**src/q9sf_pkg.sv**
```systemverilog
// Shared types, constants and node tables for the nine-node quad shape function evaluator.
// No dependencies.
`timescale 1ns / 1ps
`default_nettype none

package q9sf_pkg;

    localparam int NODE_W  = 4;
    localparam int KIND_W  = 2;
    localparam int COORD_W = 18;
    localparam int SQ_W    = 2 * COORD_W;
    localparam int FACT_W  = 37;
    localparam int OUT_W   = 25;

    localparam logic [NODE_W-1:0] NODE_COUNT = 4'd9;

    localparam logic [KIND_W-1:0] KIND_VALUE = 2'd0;
    localparam logic [KIND_W-1:0] KIND_DR    = 2'd1;
    localparam logic [KIND_W-1:0] KIND_DS    = 2'd2;

    localparam logic signed [FACT_W-1:0] FACT_TWO31 = 37'sd2147483648;
    localparam logic signed [FACT_W-1:0] FACT_TWO30 = 37'sd1073741824;

    typedef enum logic [1:0] {
        SEL_MINUS,
        SEL_CENTER,
        SEL_PLUS
    } sel_t;

    typedef logic signed [COORD_W-1:0] coord_t;
    typedef logic signed [SQ_W-1:0]    square_t;
    typedef logic signed [FACT_W-1:0]  factor_t;

    function automatic sel_t r_sel_of(input logic [NODE_W-1:0] node);
        sel_t sel;
        unique case (node)
            4'd0, 4'd3, 4'd7: sel = SEL_MINUS;
            4'd1, 4'd2, 4'd5: sel = SEL_PLUS;
            default:          sel = SEL_CENTER;
        endcase
        return sel;
    endfunction

    function automatic sel_t s_sel_of(input logic [NODE_W-1:0] node);
        sel_t sel;
        unique case (node)
            4'd0, 4'd1, 4'd4: sel = SEL_MINUS;
            4'd2, 4'd3, 4'd6: sel = SEL_PLUS;
            default:          sel = SEL_CENTER;
        endcase
        return sel;
    endfunction

endpackage

`default_nettype wire

```
**src/q9sf_factor.sv**
```systemverilog
// One-dimensional quadratic Lagrange factor or its derivative, in units of 2^-31.
// Takes the coordinate and its precomputed square. Depends on q9sf_pkg.
`timescale 1ns / 1ps
`default_nettype none

module q9sf_factor (
    input  var q9sf_pkg::sel_t    sel,
    input  var logic              deriv,
    input  var q9sf_pkg::coord_t  x,
    input  var q9sf_pkg::square_t sq,
    output var q9sf_pkg::factor_t f
);

    q9sf_pkg::factor_t sq_ext;
    q9sf_pkg::factor_t x_sh15;
    q9sf_pkg::factor_t x_sh16;
    q9sf_pkg::factor_t x_sh17;

    assign sq_ext = {sq[q9sf_pkg::SQ_W-1], sq};
    assign x_sh15 = {{4{x[q9sf_pkg::COORD_W-1]}}, x, 15'b0};
    assign x_sh16 = {{3{x[q9sf_pkg::COORD_W-1]}}, x, 16'b0};
    assign x_sh17 = {{2{x[q9sf_pkg::COORD_W-1]}}, x, 17'b0};

    always_comb begin
        unique case (sel)
            q9sf_pkg::SEL_MINUS: begin
                f = deriv ? (x_sh16 - q9sf_pkg::FACT_TWO30) : (sq_ext - x_sh15);
            end
            q9sf_pkg::SEL_PLUS: begin
                f = deriv ? (x_sh16 + q9sf_pkg::FACT_TWO30) : (sq_ext + x_sh15);
            end
            q9sf_pkg::SEL_CENTER: begin
                f = deriv ? (37'sd0 - x_sh17) : (q9sf_pkg::FACT_TWO31 - {sq, 1'b0});
            end
            default: begin
                f = '0;
            end
        endcase
    end

endmodule

`default_nettype wire

```
**config.mk**
```make
export PLATFORM = sky130hd
export DESIGN_NAME = q9sf_factor
export DESIGN_NICKNAME = d
export VERILOG_FILES = /design/src/q9sf_pkg.sv /design/src/q9sf_factor.sv
export SDC_FILE = /design/constraint.sdc
export NUM_CORES = 1
export LEC_CHECK = 0
export BUFFER_PORTS_ARGS = -buffer_cell sky130_fd_sc_hd__buf_2
export CAP_MARGIN = 10
export CORE_MARGIN = 2
export CORE_UTILIZATION = 34
export DETAILED_ROUTE_END_ITERATION = 10
export GPL_TIMING_DRIVEN = 0
export PLACE_DENSITY = 0.66
export SETUP_SLACK_MARGIN = 0.4
export SLEW_MARGIN = 20
export SYNTH_ARGS = -nofsm -noshare
export SYNTH_HDL_FRONTEND = slang
export SYNTH_SLANG_ARGS = --single-unit
export TNS_END_PERCENT = 50
```
**constraint.sdc**
```tcl
create_clock -name vclk -period 2.6
set_input_delay 0.13 -clock vclk [all_inputs]
set_output_delay 0.13 -clock vclk [all_outputs]
set_load 0.005 [all_outputs]
```
Word-level counts from Yosys, hierarchy flattened:

Index checks and enable logic that the tools add are counted.

* flip-flop bits (word level): 0
* input bits: 57
* output and inout port bits: 37

* $add $sub $neg: 6
* eq/ne operators: 2
* muxes and demuxes: 4
* reductions and logical operators: 1

Operators with widths (number)
* $mux 37: 3
* $pmux 37 s3: 1
* $add 36x33->37: 1
* $sub 32x37->37 const A: 1
* $sub 36x33->37: 1
* $sub 1x35->36 const A: 1
* $add 34x32->35 const B: 1
* $sub 34x32->35 const B: 1
* $eq 2x1->1 const B: 1
* $eq 2x2->1 const B: 1
* $logic_not 2->1: 1

Logic depth before layout (Yosys ltp):

* depth in word-level cells: 3
* depth in mapped cells: 11
* gate-level depth less buffers: 11

Least setup slack after synthesis:

Ideal clock, no wire load.

* kind: input port to output port
* from: in sq[15]
* to: out f[31]
* arrival time: 2422 ps
* path slack: 48 ps
* stages: 11
* cell sequence: inv_1 -> ha_1 -> fa_1 -> nand2b_1 -> a211oi_1 -> a221oi_1 -> a211o_1 -> nand2_1 -> xnor2_1 -> mux4_2 -> o22ai_1

* longest elaborated chain between the ends: 3

Ends and longest elaborated chain
* start, declared: RTL line q9sf_factor.sv:10 `input var q9sf_pkg::square_t sq,`
* $sub 32x37->37 (tied with other cells): RTL line q9sf_factor.sv:33 `f = deriv ? (37'sd0 - x_sh17) : (q9sf_pkg::FACT_TWO31 - {sq, 1'b0});`
* $mux 37 (on tied branches): RTL line q9sf_factor.sv:33, q9sf_factor.sv:27, q9sf_factor.sv:30
* $pmux 37 s3 (*): RTL line q9sf_factor.sv:25 `unique case (sel)`
* end, declared: RTL line q9sf_factor.sv:11 `output var q9sf_pkg::factor_t f`

Mark *: on every way between the ends. The rest lies on a longest branch, timed or not.

Worst setup path after layout:

* from: in sq[13]
* to: out f[30]

Same word-level chain as after synthesis.

==> insert_results.sql <==
INSERT INTO impl_metrics (metric_group, metric, value, unit) VALUES
('timing', 'fin_crit_sh', '107', '%'),
('worst_hold_path', 'number_of_stages_on_the_worst_hold_path', '4', ''),
('floorplan', 'die_height', '114', 'um'),
('run', 'cap_viol_max_count', '0', ''),
('final_layout', 'final_layout_size_suffix_gt1_share', '33.7', '%'),
('worst_hold_path', 'hold_path.class', 'input pin to primary output', ''),
('status', 'status', 'complete, but fails checks', ''),
('floorplan', 'initial_core_util', '34.6', '%'),
('synthesis', 'synth_top_area_share', '14.2', '%'),
('timing', 'worst_hold_slack', '0.598', 'ns'),
('timing', 'hold_violations', '0', ''),
('worst_setup_path', 'crit_fanout', '5', ''),
('final_layout', 'register_area', '0', 'sq um'),
('synthesis', 'ys_top_cells_by_area', 'sky130_fd_sc_hd__ha_1 14%, sky130_fd_sc_hd__xnor2_1 9.5%, sky130_fd_sc_hd__nor2_1 5.6%', ''),
('final_layout', 'syn2layout_area_growth', '40.9', '%'),
('synthesis', 'yosys.area.top_type', 'sky130_fd_sc_hd__ha_1', ''),
('timing', 'setup-violations-final', '9', ''),
('power', 'internal_power', '0.000534', 'W'),
('worst_setup_path', 'worst_setup_path_start_kind', 'input pin', ''),
('synthesis', 'avgSynthCellArea', '6.69', 'sq um'),
('status', 'violations', 'negative setup slack', ''),
('worst_hold_path', 'hold_start', 'sq[13]', ''),
('place', 'routabilityCongestion', '0.920', ''),
('place', 'place_hpwl', '12600', 'um'),
('worst_setup_path', 'worst_path_cell_trace', 'buf_8 > or4_4 > or4_4 > or3_4 > o41ai_2 > o21ai_1 > o22ai_1 > a31oi_1 > o21ai_1 > buf_2', ''),
('timing', 'final_critical_path_setup_slack', '-0.184', 'ns'),
('final_layout', 'clock_buffer_count', '0', ''),
('drt', 'post_drt_via_cell_ratio', '6.08', ''),
('drt', 'detail-route-antenna-nets', '0', ''),
('power', 'powerDensity', '211', 'mW/mm^2'),
('grt', 'antenna_found_initial', '0', ''),
('synthesis', 'yosys_warnings', '0', ''),
('drt', 'wl_met3', '1330', 'um'),
('synthesis', 'yosys_cell_types', '78', ''),
('worst_setup_path', 'critical-path-slowest-cell', 'sky130_fd_sc_hd__or4_4', ''),
('timing', 'period_needed', '2.78', 'ns'),
('final_layout', 'finalCoreUtilization', '48.7', '%'),
('floorplan', 'placeableCoreArea', '0.0120', 'sq mm'),
('timing', 'final-max-slew-violation-count', '0', ''),
('power', 'clock_power_share', '0', '%'),
('worst_hold_path', 'whs_endpoint', 'f[13]', ''),
('timing', 'timing_worst_slew_pin_value', '0.695', 'ns'),
('grt', 'grt_first_pass_wirelength', '25800', 'um'),
('final_layout', 'design.seq.count', '0', ''),
('power', 'netSwitchingFraction', '56.5', '%'),
('drt', 'dr_total_vias', '5385', ''),
('grt', 'grt.total_usage', '24.2', '%'),
('power', 'static-leakage-power', '2.34', 'nW'),
('worst_setup_path', 'critical_path.max_stage_delay', '0.58', 'ns'),
('worst_setup_path', 'path_delay_family', 'simple AND/OR/NAND/NOR gates', ''),
('worst_setup_path', 'crit_required', '2.47', 'ns'),
('power', 'p_seq_share', '0', '%'),
('drt', 'route.layer.met1.wl', '7370', 'um'),
('floorplan', 'floorplan.die.width', '114', 'um'),
('place', 'placement.io_buffers', '92', ''),
('synthesis', 'yosysMostFrequentCell', 'sky130_fd_sc_hd__nor2_1', ''),
('worst_setup_path', 'worst_ep_arrival_time', '2.65', 'ns'),
('power', 'p_total', '0.00123', 'W'),
('worst_setup_path', 'worstPathBufferInverterCount', '2', ''),
('synthesis', 'synth_nets', '725', ''),
('power', 'p_switching', '0.000693', 'W'),
('drt', 'drt_pre_antenna_iters', '5', ''),
('power', 'power_frac_comb', '100.0', '%'),
('grt', 'grt_remaining_overflow', '0', ''),
('drt', 'drt_iter0_markers', '527', ''),
('synthesis', 'netlist_top_cells_count', '62 x sky130_fd_sc_hd__nor2_1, 47 x sky130_fd_sc_hd__ha_1, 46 x sky130_fd_sc_hd__inv_1, 46 x sky130_fd_sc_hd__nand2_1, 45 x sky130_fd_sc_hd__xnor2_1', ''),
('drt', 'top_layer_used', 'met4', ''),
('grt', 'number_of_global_route_vias_before_repair', '4989', ''),
('drt', 'post_drt_wl_per_cell', '18.9', 'um'),
('floorplan', 'ioPinCount', '94', ''),
('final_layout', 'final_net_count', '847', '');
==> layout make-up <==
class / count / area, sq um
Tap cell: 147 / 184
Inverter: 48 / 211
Timing Repair Buffer: 120 / 801
Multi-Input combinational cell: 539 / 4430
Fill cell: 1191 / 6130
Buffer: 32 / 203
==> through the flow <==
step	instances	setup TNS, ns	setup WS [ns]	cell area [sq um]
2_1_floorplan	619	0	0.300	4320
3_3_place_gp	858	-4.42	-0.577	4960
3_5_place_dp	858	-4.51	-0.611	4960
4_1_cts	878	-0.535	-0.151	5580
5_1_grt	886	-1.74	-0.255	5830
6_report	886	-0.864	-0.184	5830
==> tightest hold or removal path: stages <==
cell,delay (ns)
sky130_fd_sc_hd__buf_8,0.07
sky130_fd_sc_hd__a22oi_1,0.07
sky130_fd_sc_hd__nor2_1,0.08
sky130_fd_sc_hd__buf_2,0.11
==> cell usage in the layout, fill, tap and decap left out, drive strengths merged, types with 11 or more instances in the layout <==
master and instances:
o22ai 15, xor2 16, nand3 11, o21a 11, clkbuf 28, nor4 12, xnor2 45, ha 47
a21oi 44, a31oi 12, nor2 63, buf 124, o21ai 30, nand2 47, a22oi 17, nor3 19
inv 47
==> power groups by stage <==
stage	logic, W	clock network, W	registers (W)
4_1_cts	0.00114	0	0
5_1_grt	0.00132	0	0
3_5_place_dp	0.000998	0	0
2_1_floorplan	0.000668	0	0
6_report	0.00123	0	0
3_3_place_gp	0.000994	0	0
==> logic make-up after synthesis <==
| group | share of synthesized area [%] |
|---|---|
| muxes | 2.75 |
| AOI/OAI and AO/OA | 36.2 |
| buffers and inverters | 7.56 |
| and+or+nand+nor | 25.4 |
| adders and majority gates | 15.2 |
| xor gates and xnor gates | 12.9 |
==> metal layers <==
layer	vias up	GRT usage, %
li1	2548	-
met1	2556	35.5
met2	252	39.2
met3	29	1.38
met4	0	4.72
met5	-	0
==> repair_timing <==
item | CTS | global route
pin swaps | 36 | 29
endpoints found under the hold margin | 0 | 0
setup endpoints to repair | 21 | 21
setup buffers | 20 | 8
hold buffers | 0 | 0
gates resized for setup | 114 | 47
cloned | 0 | 0
==> how the worst max path moves through the flow <==
| stage | endpoint | start | slack, ns | cells after the start |
|---|---|---|---|---|
| after floorplan | f[31] | sq[15] | 0.30 | 11 |
| after global placement | f[34] | x[1] | -0.58 | 12 |
| after detailed placement | f[34] | x[1] | -0.61 | 12 |
| after CTS | f[33] | x[9] | -0.15 | 13 |
| after global routing | f[33] | sq[16] | -0.25 | 13 |
| final | f[30] | sq[13] | -0.18 | 10 |
Note: power is estimated with default switching activity, not from simulation.
